$ cat src/rtl/lsd_pkg.sv
// ----------------------------------------------------------------------------
// lsd_pkg: shared types and constants for the light schedule dimmer
// Schedule register layout, action and light state codes, minute helpers.
// ----------------------------------------------------------------------------
`default_nettype none

package lsd_pkg;

  localparam int unsigned SCHED_W  = 43;
  localparam int unsigned MIN_W    = 11;
  localparam int unsigned RAMP_W   = 10;
  localparam int unsigned BRIGHT_W = 8;
  localparam int unsigned STATE_W  = 3;
  localparam int unsigned ACT_W    = 2;
  localparam int unsigned OVR_W    = 2;
  localparam int unsigned NUM_W    = 19;  // ramp minutes * 255, up to 1440 * 255
  localparam int unsigned SMIN_W   = 13;  // signed minute arithmetic

  localparam logic [MIN_W-1:0]    DAY_MINS    = 11'd1440;
  localparam logic [BRIGHT_W-1:0] FULL_BRIGHT = 8'd255;

  localparam logic [SCHED_W-1:0] SCHED_ZONE0_RST = 43'd4527024308584;
  localparam logic [SCHED_W-1:0] SCHED_ZONE1_RST = 43'd4527023571304;

  // item kinds
  localparam logic [ACT_W-1:0] ACT_TICK   = 2'd0;
  localparam logic [ACT_W-1:0] ACT_MAN_ON = 2'd1;
  localparam logic [ACT_W-1:0] ACT_MAN_OFF = 2'd2;
  localparam logic [ACT_W-1:0] ACT_CLEAR  = 2'd3;

  // override modes
  localparam logic [OVR_W-1:0] OVR_NONE = 2'd0;
  localparam logic [OVR_W-1:0] OVR_ON   = 2'd1;
  localparam logic [OVR_W-1:0] OVR_OFF  = 2'd2;

  // reported light states
  localparam logic [STATE_W-1:0] LS_OFF     = 3'd0;
  localparam logic [STATE_W-1:0] LS_SUNRISE = 3'd1;
  localparam logic [STATE_W-1:0] LS_ON      = 3'd2;
  localparam logic [STATE_W-1:0] LS_SUNSET  = 3'd3;
  localparam logic [STATE_W-1:0] LS_MAN_ON  = 3'd4;
  localparam logic [STATE_W-1:0] LS_MAN_OFF = 3'd5;

  // brings a signed minute difference in -2880..2879 into 0..1439
  function automatic logic [MIN_W-1:0] wrap_day(input logic signed [SMIN_W-1:0] v);
    logic signed [SMIN_W-1:0] day;
    logic signed [SMIN_W-1:0] r;
    day = $signed({2'b00, DAY_MINS});
    if (v < -day) begin
      r = v + day + day;
    end else if (v < 0) begin
      r = v + day;
    end else if (v >= day) begin
      r = v - day;
    end else begin
      r = v;
    end
    return r[MIN_W-1:0];
  endfunction

endpackage

`default_nettype wire

$ cat src/rtl/light_schedule_dimmer_unit.sv
// ----------------------------------------------------------------------------
// light_schedule_dimmer_unit: two-zone daily light scheduler with dimming
//
// Input stream (s_*): one item per tick or manual event. s_tuser carries the
// action and zone, s_tdata the minute of the day. Output stream (m_*): one
// status item per input item, in order.
// Config port (cfg_*): cfg_index 0/1 selects the zone schedule, always ready.
// Write only while no item is in flight.
// Manual, clear, disabled, off, on and zero-ramp items go from S_EVAL
// straight to S_DONE; a ramp whose level clamps at full passes S_MUL and
// S_CHK; a ramp that needs the divide also runs S_DIV. The ramp brightness
// goes through a shared compare/subtract unit, one quotient bit per cycle.
// The next item is accepted in the cycle after the result is registered;
// the unit takes no new item until the last one is handed to the output.
// The output register holds a finished item while the receiver stalls; the
// unit accepts and computes the next item meanwhile and waits only to hand
// it over.
// Reset (rst, synchronous): schedules go to their defaults, overrides clear,
// the output stream is empty.
// ----------------------------------------------------------------------------
`default_nettype none

module light_schedule_dimmer_unit (
  input  wire logic        clk,
  input  wire logic        rst,
  // input stream
  input  wire logic        s_tvalid,
  output logic             s_tready,
  input  wire logic [15:0] s_tdata,   // [10:0] current_minute, zero pad
  input  wire logic [2:0]  s_tuser,   // [1:0] action, [2] zone
  // output stream
  output logic             m_tvalid,
  input  wire logic        m_tready,
  output logic [23:0]      m_tdata,   // [2:0] light_state, [10:3] brightness,
                                      // [11] relay_on, [22:12] minutes_until_change
  output logic [0:0]       m_tuser,   // [0] zone_out
  // configuration writes
  input  wire logic        cfg_valid,
  output logic             cfg_ready,
  input  wire logic [0:0]  cfg_index,
  input  wire logic [42:0] cfg_data
);

  localparam int unsigned MIN_W    = lsd_pkg::MIN_W;
  localparam int unsigned RAMP_W   = lsd_pkg::RAMP_W;
  localparam int unsigned BRIGHT_W = lsd_pkg::BRIGHT_W;
  localparam int unsigned STATE_W  = lsd_pkg::STATE_W;
  localparam int unsigned NUM_W    = lsd_pkg::NUM_W;
  localparam int unsigned SMIN_W   = lsd_pkg::SMIN_W;

  localparam logic [2:0] S_IDLE = 3'd0;
  localparam logic [2:0] S_EVAL = 3'd1;
  localparam logic [2:0] S_MUL  = 3'd2;
  localparam logic [2:0] S_CHK  = 3'd3;
  localparam logic [2:0] S_DIV  = 3'd4;
  localparam logic [2:0] S_DONE = 3'd5;

  logic [2:0] state;

  logic [lsd_pkg::SCHED_W-1:0] sched [2];
  logic [lsd_pkg::OVR_W-1:0]   ovr   [2];

  // latched item
  logic [lsd_pkg::ACT_W-1:0]   act;
  logic                        zone;
  logic [MIN_W-1:0]            cur;
  logic [lsd_pkg::SCHED_W-1:0] sch;

  // result under construction
  logic [STATE_W-1:0]  r_state;
  logic [BRIGHT_W-1:0] r_bright;
  logic                r_relay;
  logic [MIN_W-1:0]    r_mins;

  // divider
  logic [MIN_W-1:0]  ramp_x;
  logic [RAMP_W-1:0] div;
  logic [NUM_W-1:0]  num;
  logic [NUM_W-1:0]  dsh;
  logic [2:0]        cnt;

  logic in_acc;
  logic [MIN_W-1:0] in_min_raw;
  logic [MIN_W-1:0] in_min;

  assign s_tready  = (state == S_IDLE);
  assign cfg_ready = 1'b1;
  assign in_acc    = s_tvalid && s_tready;
  assign in_min_raw = s_tdata[MIN_W-1:0];
  assign in_min = (in_min_raw >= lsd_pkg::DAY_MINS) ? in_min_raw - lsd_pkg::DAY_MINS
                                                    : in_min_raw;

  // ---------------- schedule decode and state selection ----------------
  logic [MIN_W-1:0]  on_raw, off_raw, on_m, off_m;
  logic [RAMP_W-1:0] rise, set;
  logic signed [SMIN_W-1:0] on_s, off_s, cur_s, rise_end, set_start;
  logic crossing;
  logic [STATE_W-1:0] sch_state;
  logic [MIN_W-1:0]   sch_mins;
  logic [MIN_W-1:0]   sch_x;

  always_comb begin
    on_raw  = sch[10:0];
    off_raw = sch[21:11];
    rise    = sch[31:22];
    set     = sch[41:32];
    on_m    = (on_raw >= lsd_pkg::DAY_MINS) ? on_raw - lsd_pkg::DAY_MINS : on_raw;
    if (off_raw == '0) begin
      off_m = lsd_pkg::DAY_MINS;          // 0 means 24:00
    end else if (off_raw > lsd_pkg::DAY_MINS) begin
      off_m = off_raw - lsd_pkg::DAY_MINS;
    end else begin
      off_m = off_raw;
    end
    on_s      = $signed({2'b00, on_m});
    off_s     = $signed({2'b00, off_m});
    cur_s     = $signed({2'b00, cur});
    rise_end  = on_s + $signed({3'b000, rise});
    set_start = off_s - $signed({3'b000, set});
    crossing  = (off_m <= on_m);

    if (crossing) begin
      if (cur_s >= on_s) begin
        sch_state = (cur_s < rise_end) ? lsd_pkg::LS_SUNRISE : lsd_pkg::LS_ON;
      end else if (cur_s < off_s) begin
        sch_state = (cur_s >= set_start) ? lsd_pkg::LS_SUNSET : lsd_pkg::LS_ON;
      end else begin
        sch_state = lsd_pkg::LS_OFF;
      end
    end else begin
      if (cur_s < on_s) begin
        sch_state = lsd_pkg::LS_OFF;
      end else if (cur_s < rise_end) begin
        sch_state = lsd_pkg::LS_SUNRISE;
      end else if (cur_s < set_start) begin
        sch_state = lsd_pkg::LS_ON;
      end else if (cur_s < off_s) begin
        sch_state = lsd_pkg::LS_SUNSET;
      end else begin
        sch_state = lsd_pkg::LS_OFF;
      end
    end

    sch_x = '0;
    case (sch_state)
      lsd_pkg::LS_OFF: begin
        sch_mins = (cur < on_m) ? on_m - cur : lsd_pkg::DAY_MINS - cur + on_m;
      end
      lsd_pkg::LS_SUNRISE: begin
        sch_mins = lsd_pkg::wrap_day(rise_end - cur_s);
        sch_x    = lsd_pkg::wrap_day(cur_s - on_s);
      end
      lsd_pkg::LS_ON: begin
        sch_mins = lsd_pkg::wrap_day(set_start - cur_s);
      end
      default: begin
        sch_mins = lsd_pkg::wrap_day(off_s - cur_s);
        sch_x    = sch_mins;
      end
    endcase
  end

  // ---------------- sequencer ----------------
  always_ff @(posedge clk) begin
    if (rst) begin
      state    <= S_IDLE;
      sched[0] <= lsd_pkg::SCHED_ZONE0_RST;
      sched[1] <= lsd_pkg::SCHED_ZONE1_RST;
      ovr[0]   <= lsd_pkg::OVR_NONE;
      ovr[1]   <= lsd_pkg::OVR_NONE;
      m_tvalid <= 1'b0;
    end else begin
      if (cfg_valid && cfg_ready) begin
        sched[cfg_index] <= cfg_data;
      end

      // in S_DONE the hand-over below decides m_tvalid
      if (m_tvalid && m_tready && (state != S_DONE)) begin
        m_tvalid <= 1'b0;
      end

      unique case (state)
        S_IDLE: begin
          if (in_acc) begin
            act  <= s_tuser[1:0];
            zone <= s_tuser[2];
            cur  <= in_min;
            sch  <= sched[s_tuser[2]];
            case (s_tuser[1:0])
              lsd_pkg::ACT_MAN_ON:  ovr[s_tuser[2]] <= lsd_pkg::OVR_ON;
              lsd_pkg::ACT_MAN_OFF: ovr[s_tuser[2]] <= lsd_pkg::OVR_OFF;
              lsd_pkg::ACT_CLEAR:   ovr[s_tuser[2]] <= lsd_pkg::OVR_NONE;
              default: ;
            endcase
            state <= S_EVAL;
          end
        end
        S_EVAL: begin
          if (act == lsd_pkg::ACT_CLEAR) begin
            r_state <= lsd_pkg::LS_OFF;
            r_bright <= '0;
            r_relay <= 1'b0;
            r_mins  <= '0;
            state   <= S_DONE;
          end else if (ovr[zone] == lsd_pkg::OVR_ON) begin
            r_state <= lsd_pkg::LS_MAN_ON;
            r_bright <= lsd_pkg::FULL_BRIGHT;
            r_relay <= 1'b1;
            r_mins  <= '0;
            state   <= S_DONE;
          end else if (ovr[zone] == lsd_pkg::OVR_OFF) begin
            r_state <= lsd_pkg::LS_MAN_OFF;
            r_bright <= '0;
            r_relay <= 1'b0;
            r_mins  <= '0;
            state   <= S_DONE;
          end else if (!sch[42]) begin
            r_state <= lsd_pkg::LS_OFF;
            r_bright <= '0;
            r_relay <= 1'b0;
            r_mins  <= '0;
            state   <= S_DONE;
          end else begin
            r_state <= sch_state;
            r_relay <= (sch_state != lsd_pkg::LS_OFF);
            r_mins  <= sch_mins;
            ramp_x  <= sch_x;
            case (sch_state)
              lsd_pkg::LS_OFF: begin
                r_bright <= '0;
                state    <= S_DONE;
              end
              lsd_pkg::LS_ON: begin
                r_bright <= lsd_pkg::FULL_BRIGHT;
                state    <= S_DONE;
              end
              lsd_pkg::LS_SUNRISE: begin
                div <= rise;
                if (rise == '0) begin
                  r_bright <= lsd_pkg::FULL_BRIGHT;
                  state    <= S_DONE;
                end else begin
                  state <= S_MUL;
                end
              end
              default: begin
                div <= set;
                if (set == '0) begin
                  r_bright <= '0;
                  state    <= S_DONE;
                end else begin
                  state <= S_MUL;
                end
              end
            endcase
          end
        end
        S_MUL: begin
          // x * 255 as (x << 8) - x
          num   <= {ramp_x, 8'd0} - {8'd0, ramp_x};
          dsh   <= {2'b00, div, 7'd0};
          state <= S_CHK;
        end
        S_CHK: begin
          if (num >= {1'b0, div, 8'd0}) begin
            r_bright <= lsd_pkg::FULL_BRIGHT;  // quotient clamps
            state    <= S_DONE;
          end else begin
            cnt   <= 3'd7;
            state <= S_DIV;
          end
        end
        S_DIV: begin
          if (num >= dsh) begin
            num      <= num - dsh;
            r_bright <= {r_bright[BRIGHT_W-2:0], 1'b1};
          end else begin
            r_bright <= {r_bright[BRIGHT_W-2:0], 1'b0};
          end
          dsh <= dsh >> 1;
          cnt <= cnt - 3'd1;
          if (cnt == 3'd0) begin
            state <= S_DONE;
          end
        end
        S_DONE: begin
          if (!m_tvalid || m_tready) begin
            m_tvalid <= 1'b1;
            m_tuser  <= zone;
            m_tdata  <= {1'b0, r_mins, r_relay, r_bright, r_state};
            state    <= S_IDLE;
          end
        end
        default: state <= S_IDLE;
      endcase
    end
  end

endmodule

`default_nettype wire
$ cat config.mk
export PLATFORM = sky130hd
export DESIGN_NAME = light_schedule_dimmer_unit
export DESIGN_NICKNAME = d
export VERILOG_FILES = /design/src/rtl/lsd_pkg.sv /design/src/rtl/light_schedule_dimmer_unit.sv
export SDC_FILE = /design/constraint.sdc
export NUM_CORES = 1
export LEC_CHECK = 0
export BUFFER_PORTS_ARGS = -buffer_cell sky130_fd_sc_hd__buf_4
export CORE_MARGIN = 4
export CORE_UTILIZATION = 55
export CTS_CLUSTER_DIAMETER = 200
export DETAILED_ROUTE_END_ITERATION = 12
export PLACE_DENSITY = 0.74
export SLEW_MARGIN = 30
export SYNTH_ARGS = -nofsm -noshare
export SYNTH_HDL_FRONTEND = slang
export SYNTH_SLANG_ARGS = --single-unit
$ cat constraint.sdc
create_clock -name clk -period 9.1 [get_ports clk]
set_input_delay 0.455 -clock clk [delete_from_list [all_inputs] [get_ports clk]]
set_output_delay 0.455 -clock clk [all_outputs]
set_load 0.01 [all_outputs]
Word level (Yosys, flattened, before mapping)
Memories as Yosys holds them, arrays and structs flattened. A register that Yosys moved wholly into a read port is not among the register bits.
Cells that the tools add are included.
Storage, ports and cells
  bits in registers: 127
  bits in latches: 0
  RAM bits: 90
  memory bits (read-only): 0
  bits of input ports: 68
  logic and storage cells: 226
  memories kept: 2
Memories
  sched: depth 2, width 43, rd ports 1, clocked after Yosys merged registers in 1, write ports 2, line light_schedule_dimmer_unit.sv:60  | logic [lsd_pkg::SCHED_W-1:0] sched [2];
  ovr: depth 2, width 2, rd ports 1, clocked after Yosys merged registers in 1, write ports 2, line light_schedule_dimmer_unit.sv:61  | logic [lsd_pkg::OVR_W-1:0] ovr [2];
Operators by class
  $add $sub $neg: 27
  $mul: 0
  div/mod/pow operators: 0
  magnitude comparators: 25
  equal/unequal tests: 22
  shift-type cells: 0
  mux-type cells: 94
  bitwise logic cells: 8
  reduce and logical (&&, ||, !) cells: 30
Operators by type and width (count)
  $mux W11: 17
  $add A11 B11 Y11 const B: 8
  $sub A11 B11 Y11 const B: 7
  $pmux W19 S2: 2
  $mux W8: 7
  $pmux W8 S3: 2
  $mux W43: 1
  $reduce_or A43 Y1: 1
  $mux W3: 14
  $mux W1: 34
  $lt A11 B11 Y1: 3
  $pmux W11 S3: 1
  $ge A13 B12 Y1 const B: 2
  $lt A13 B1 Y1 const B: 2
  $lt A13 B12 Y1 const B: 2
  $ge A12 B12 Y1 const B: 2
  $lt A12 B1 Y1 const B: 2
  $lt A12 B12 Y1 const B: 2
  $sub A11 B11 Y12: 2
  $ge A11 B11 Y1 const B: 2
  $pmux W11 S2: 1
  $logic_not A10 Y1: 2
  $mux W2: 10
  $pmux W10 S2: 1
  47 further kinds: 79

Logic depth before layout (Yosys ltp)
  word-level depth: 17
  depth in mapped cells: 30

Worst setup path before layout
Ideal clock, no wire load.
  path type: reg2reg
  start point: reg sch[6] in the netlist's numbering, read port of sched
  end point: reg r_bright[0], enable pin
  setup time: 0.278 ns
  data arrival time: 6.069 ns
  path slack: 2.754 ns
  stages on the path, launching flop included: 27
  cell sequence: edfxtp_1 > or4_1 > nor4b_4 > o31ai_1 > xnor2_1 > ha_1 > a21oi_1 > o21bai_1 > a21oi_1 > o21bai_1 > a21oi_1 > xnor2_1 > ha_1 > clkbuf_1 > nand3_1 > a211oi_1 > or3_1 > a21oi_2 > nor2_1 > or4_1 > buf_2 > ha_1 > clkbuf_1 > clkinv_1 > a31oi_1 > or4_1 > and3_1
Between the ends
  word-level cells in the longest chain between the ends: 10
  elaborated cells on any way between the ends: 19
  classes of those cells: add/sub (2); order compare (5); eq/ne (4); mux (6); reduce/logical (2)
RTL lines
  start: declaration: line light_schedule_dimmer_unit.sv:67  | logic [lsd_pkg::SCHED_W-1:0] sch;
  $sub A11 B11 Y11 / $ge A11 B11 Y1 (equally long branches): line light_schedule_dimmer_unit.sv:107  | on_m = (on_raw >= lsd_pkg::DAY_MINS) ? on_raw - lsd_pkg::DAY_MINS : on_raw;
  $mux W11 *: line light_schedule_dimmer_unit.sv:107
  $add A11 B10 Y12: line light_schedule_dimmer_unit.sv:118  | rise_end = on_s + $signed({3'b000, rise});
  $lt A11 B12 Y1: line light_schedule_dimmer_unit.sv:124, light_schedule_dimmer_unit.sv:133
  $mux W2, on equally long branches: line light_schedule_dimmer_unit.sv:133, light_schedule_dimmer_unit.sv:124
  $mux W2, on equally long branches: line light_schedule_dimmer_unit.sv:131, light_schedule_dimmer_unit.sv:123
  $mux W3 *: line light_schedule_dimmer_unit.sv:122  | if (crossing) begin
  $eq A3 B1 Y1, or another cell as far along: line light_schedule_dimmer_unit.sv:228  | case (sch_state)
  $ne A9 B9 Y1 (no line) / $ne A7 B7 Y1 (equally long branches)
  $reduce_and A5 Y1 (no line) *
  end signal: assignment: line light_schedule_dimmer_unit.sv:234  | r_bright <= lsd_pkg::FULL_BRIGHT;
  end signal: assignment: line light_schedule_dimmer_unit.sv:240  | r_bright <= lsd_pkg::FULL_BRIGHT;
  end signal: assignment: line light_schedule_dimmer_unit.sv:266  | r_bright <= lsd_pkg::FULL_BRIGHT;
  end: declaration: line light_schedule_dimmer_unit.sv:71  | logic [BRIGHT_W-1:0] r_bright;
Mark *: on every way between the ends. The rest lies on a longest branch, timed or not.
A chain may end at the register's enable or synchronous reset.

Worst setup path after layout
  start point: reg sch[12] in the netlist's numbering, read port of sched
  end point: reg r_mins[4], data pin
Between the ends
  word-level cells in the longest chain between the ends: 11
  elaborated cells on any way between the ends: 42
  classes of those cells: add/sub (10); order compare (11); eq/ne (2); mux (17); reduce/logical (2)
RTL lines
  $sub A11 B11 Y11 / $gt A11 B11 Y1 (equally long branches): line light_schedule_dimmer_unit.sv:111, light_schedule_dimmer_unit.sv:110
  $mux W11: line light_schedule_dimmer_unit.sv:110  | end else if (off_raw > lsd_pkg::DAY_MINS) begin
  $mux W11 *: line light_schedule_dimmer_unit.sv:108  | if (off_raw == '0) begin
  branches (longest 7 deep; another with $sub A12 B12 Y13)
  $pmux W11 S3 *: line light_schedule_dimmer_unit.sv:145  | case (sch_state)
  end signal: assignment: line light_schedule_dimmer_unit.sv:226  | r_mins <= sch_mins;
  end: declaration: line light_schedule_dimmer_unit.sv:73  | logic [MIN_W-1:0] r_mins;
Mark *: on every way between the ends.

==> metrics <==
RSZ-0062 raised after global routing=false; Slew headroom=0.325; Ys Warns=0; Core Region=approximately 34000 µm²; clk buf depth=3; Placed Instances=2366; Final Setup Violations=0; Post-synth ARST share=0; CP max FO=10; Crit path arrival time=7670 ps; vias in the first global route=14200; DR WL/cell=19.6 µm; Setup crit start kind=flip-flop; Syn Area/Cell=10.0 µm²; Clk Latency, worst-skew pair=550 ps; die area=37300 µm²; H-tree depth=1; pin count of the biggest net entering global routing=58; Setup CP Type=reg2reg; Primary FF master, synth=edfxtp_1; clock slew at reported path FFs=60 ps; die width=193 µm; Peak VDD IR=about 0.00018 V; Initial Utilization=0.559; Die H=193 µm; post-CTS setup repair buffer count=0; Layout area overhead=10.5%; root buf cell=clkbuf_16; port bufs=88; routability cong.=1.01; ANT cells=0; clock skew=21.0 ps; CTS tree=done; initial antenna violation count=0; end-of-flow core utilization=0.618; cell row count=67; fin crit period=7320 ps; number of synthesized flops with an enable pin=between 200 and 300; TritonCTS Sinks=259; total number of vias=roughly 15000; dominant cell by count in the synthesized netlist=edfxtp_1; synth unique cells=between 90 and 100; hold-fix buffers at CTS=0; status=complete, no violations; Max Cap Viol=0; Fin Setup TNS=0 ps; Netlist Area Pre-Place=18800 µm²; Cell Pwr Density=between 300 and 400 nW/µm²; Fin. Hold Viols=0; residual DRC count=0; Top Ports=96; Critical Path End Type=flip-flop; Peak Freq=137 MHz; Layout Nets=between 2000 and 2500; share of layout cells above drive strength 1=0.122; Vias/cell=6.00; WP data required=9450 ps; Starting DRT DRC Count=between 1000 and 1500; total nets after synthesis=around 2100; final wirelength=47.4 mm; Post-Synthesis Cells=1884; CTS buffer count=28; Post-synth top cells=edfxtp_1 (254), ha_1 (169), inv_1 (153); final worst-path cycle share=0.804; Layout Cells excl Fill=2418; DPL Wire Length=37.0 mm; Hold Path Class=in2reg; GRT Util Overall=0.251; Tightest Pin Transition=1010 ps; Routed Antenna Nets=0; number of synthesized register bits=259; LEAKAGE=8.39 nW; post-CTS sizing=0; GRT overflow=0; Final Max Slew Viols=0; drt pass-1 iters=5; Synth top area share=0.405; Seq/Total Area, Yosys=0.410; ranking of synthesized cells by area=edfxtp_1 (40%), ha_1 (11%), xnor2_1 (3.6%); first-pass GRT wire length=74.9 mm; post-synth top area cell=edfxtp_1
[area by class of cell]
cell class	count	area (µm²)
sequential	259	7730
fill	2721	12900
inverter	157	589
timing repair buffer	101	766
clock buffer	35	727
multi-input combinational	1402	10300
clock inverter	16	168
tap	448	561
[per-layer routing]
metal / track usage / part of all wire / vias up
met4: 0.0967 / 0.043 / 0
met1: 0.338 / 0.42 / 6875
met2: 0.416 / 0.47 / 545
met5: 0 / 0 / -
li1: - / - / 6983
met3: 0.0351 / 0.064 / 98
[where the power goes]
part,internal [W],switching [W]
clock network,0.000629,0.000464
registers,0.00150,0.0000814
logic,0.00146,0.00227
total,0.00358,0.00282
[cell families (layout without fill, tap and decap cells)]
| logic type | after synthesis | in the layout | synth area share |
|---|---|---|---|
| buffers and inverters | 223 | 309 | 0.0456 |
| xor gates and xnor gates | 121 | 121 | 0.0581 |
| and+or+nand+nor | 562 | 562 | 0.151 |
| other | 2 | 2 | 0.000398 |
| adders and majority gates | 183 | 183 | 0.127 |
| AOI/OAI and AO/OA | 464 | 464 | 0.168 |
| DFF | 259 | 259 | 0.410 |
| muxes | 70 | 70 | 0.0407 |
[through the flow]
stage	instance area (µm²)	power, W	worst slack, ps	hold slack, ps
after floorplan	18800	0.00440	2750	400
after global placement	19900	0.00514	2030	406
after detailed placement	19900	0.00524	1880	405
after CTS	20800	0.00634	1840	70.1
after global routing	20800	0.00683	1380	63.3
final	20800	0.00640	1780	86.8
[cell usage in the layout, fill, tap and decap left out, types with 28 or more instances in the layout]
master,n
edfxtp_1,254
ha_1,169
inv_1,152
nand2_1,142
nor2_1,117
a21oi_1,101
buf_4,100
o21ai_0,98
xnor2_1,78
and2_1,57
nand2b_1,54
mux2_2,48
nor3_1,44
xor2_1,39
a21o_1,38
o21a_1,31
nand3_1,30
clkbuf_16,28
[registers in the layout, summed over array words and instances, names as in the netlist, named ones only]
signal    count
m_tdata      23
ramp_x       11
cur          11
num          19
dsh          17
r_bright      8
m_tuser       1
ovr           4
m_tvalid      1
sched        86
cnt           3
r_state       3
r_mins       11
zone          1
r_relay       1
act           2
div          10
sch          43
state         3
[critical path: stages (launching register included)]
cell and delay (ps):
edfxtp_1 560, nor4_1 560, nand4_1 210, o221a_2 350
a21oi_1 460, ha_1 360, a21o_1 200, or4_1 430
a31oi_1 170, o21ai_0 100, xor2_1 160, ha_1 460
o21a_1 180, nor2_1 50, a211oi_1 310, a21oi_1 130
and3b_1 210, or4_1 640, inv_1 160, ha_1 430
inv_1 160, o311ai_0 470, nand2_1 120, a21oi_1 210
[path summary, 6_finish.rpt]
kind	to	start	cells after the start	slack [ps]
worst max-delay path	r_mins[4]	sch[12]	23	1780
worst min-delay path	cur[0]	s_tdata[0]	1	90
worst max register to register	r_mins[4]	sch[12]	23	1780
worst min register to register	m_tdata[17]	r_mins[5]	0	420
Power figures use the tool's default switching activity.
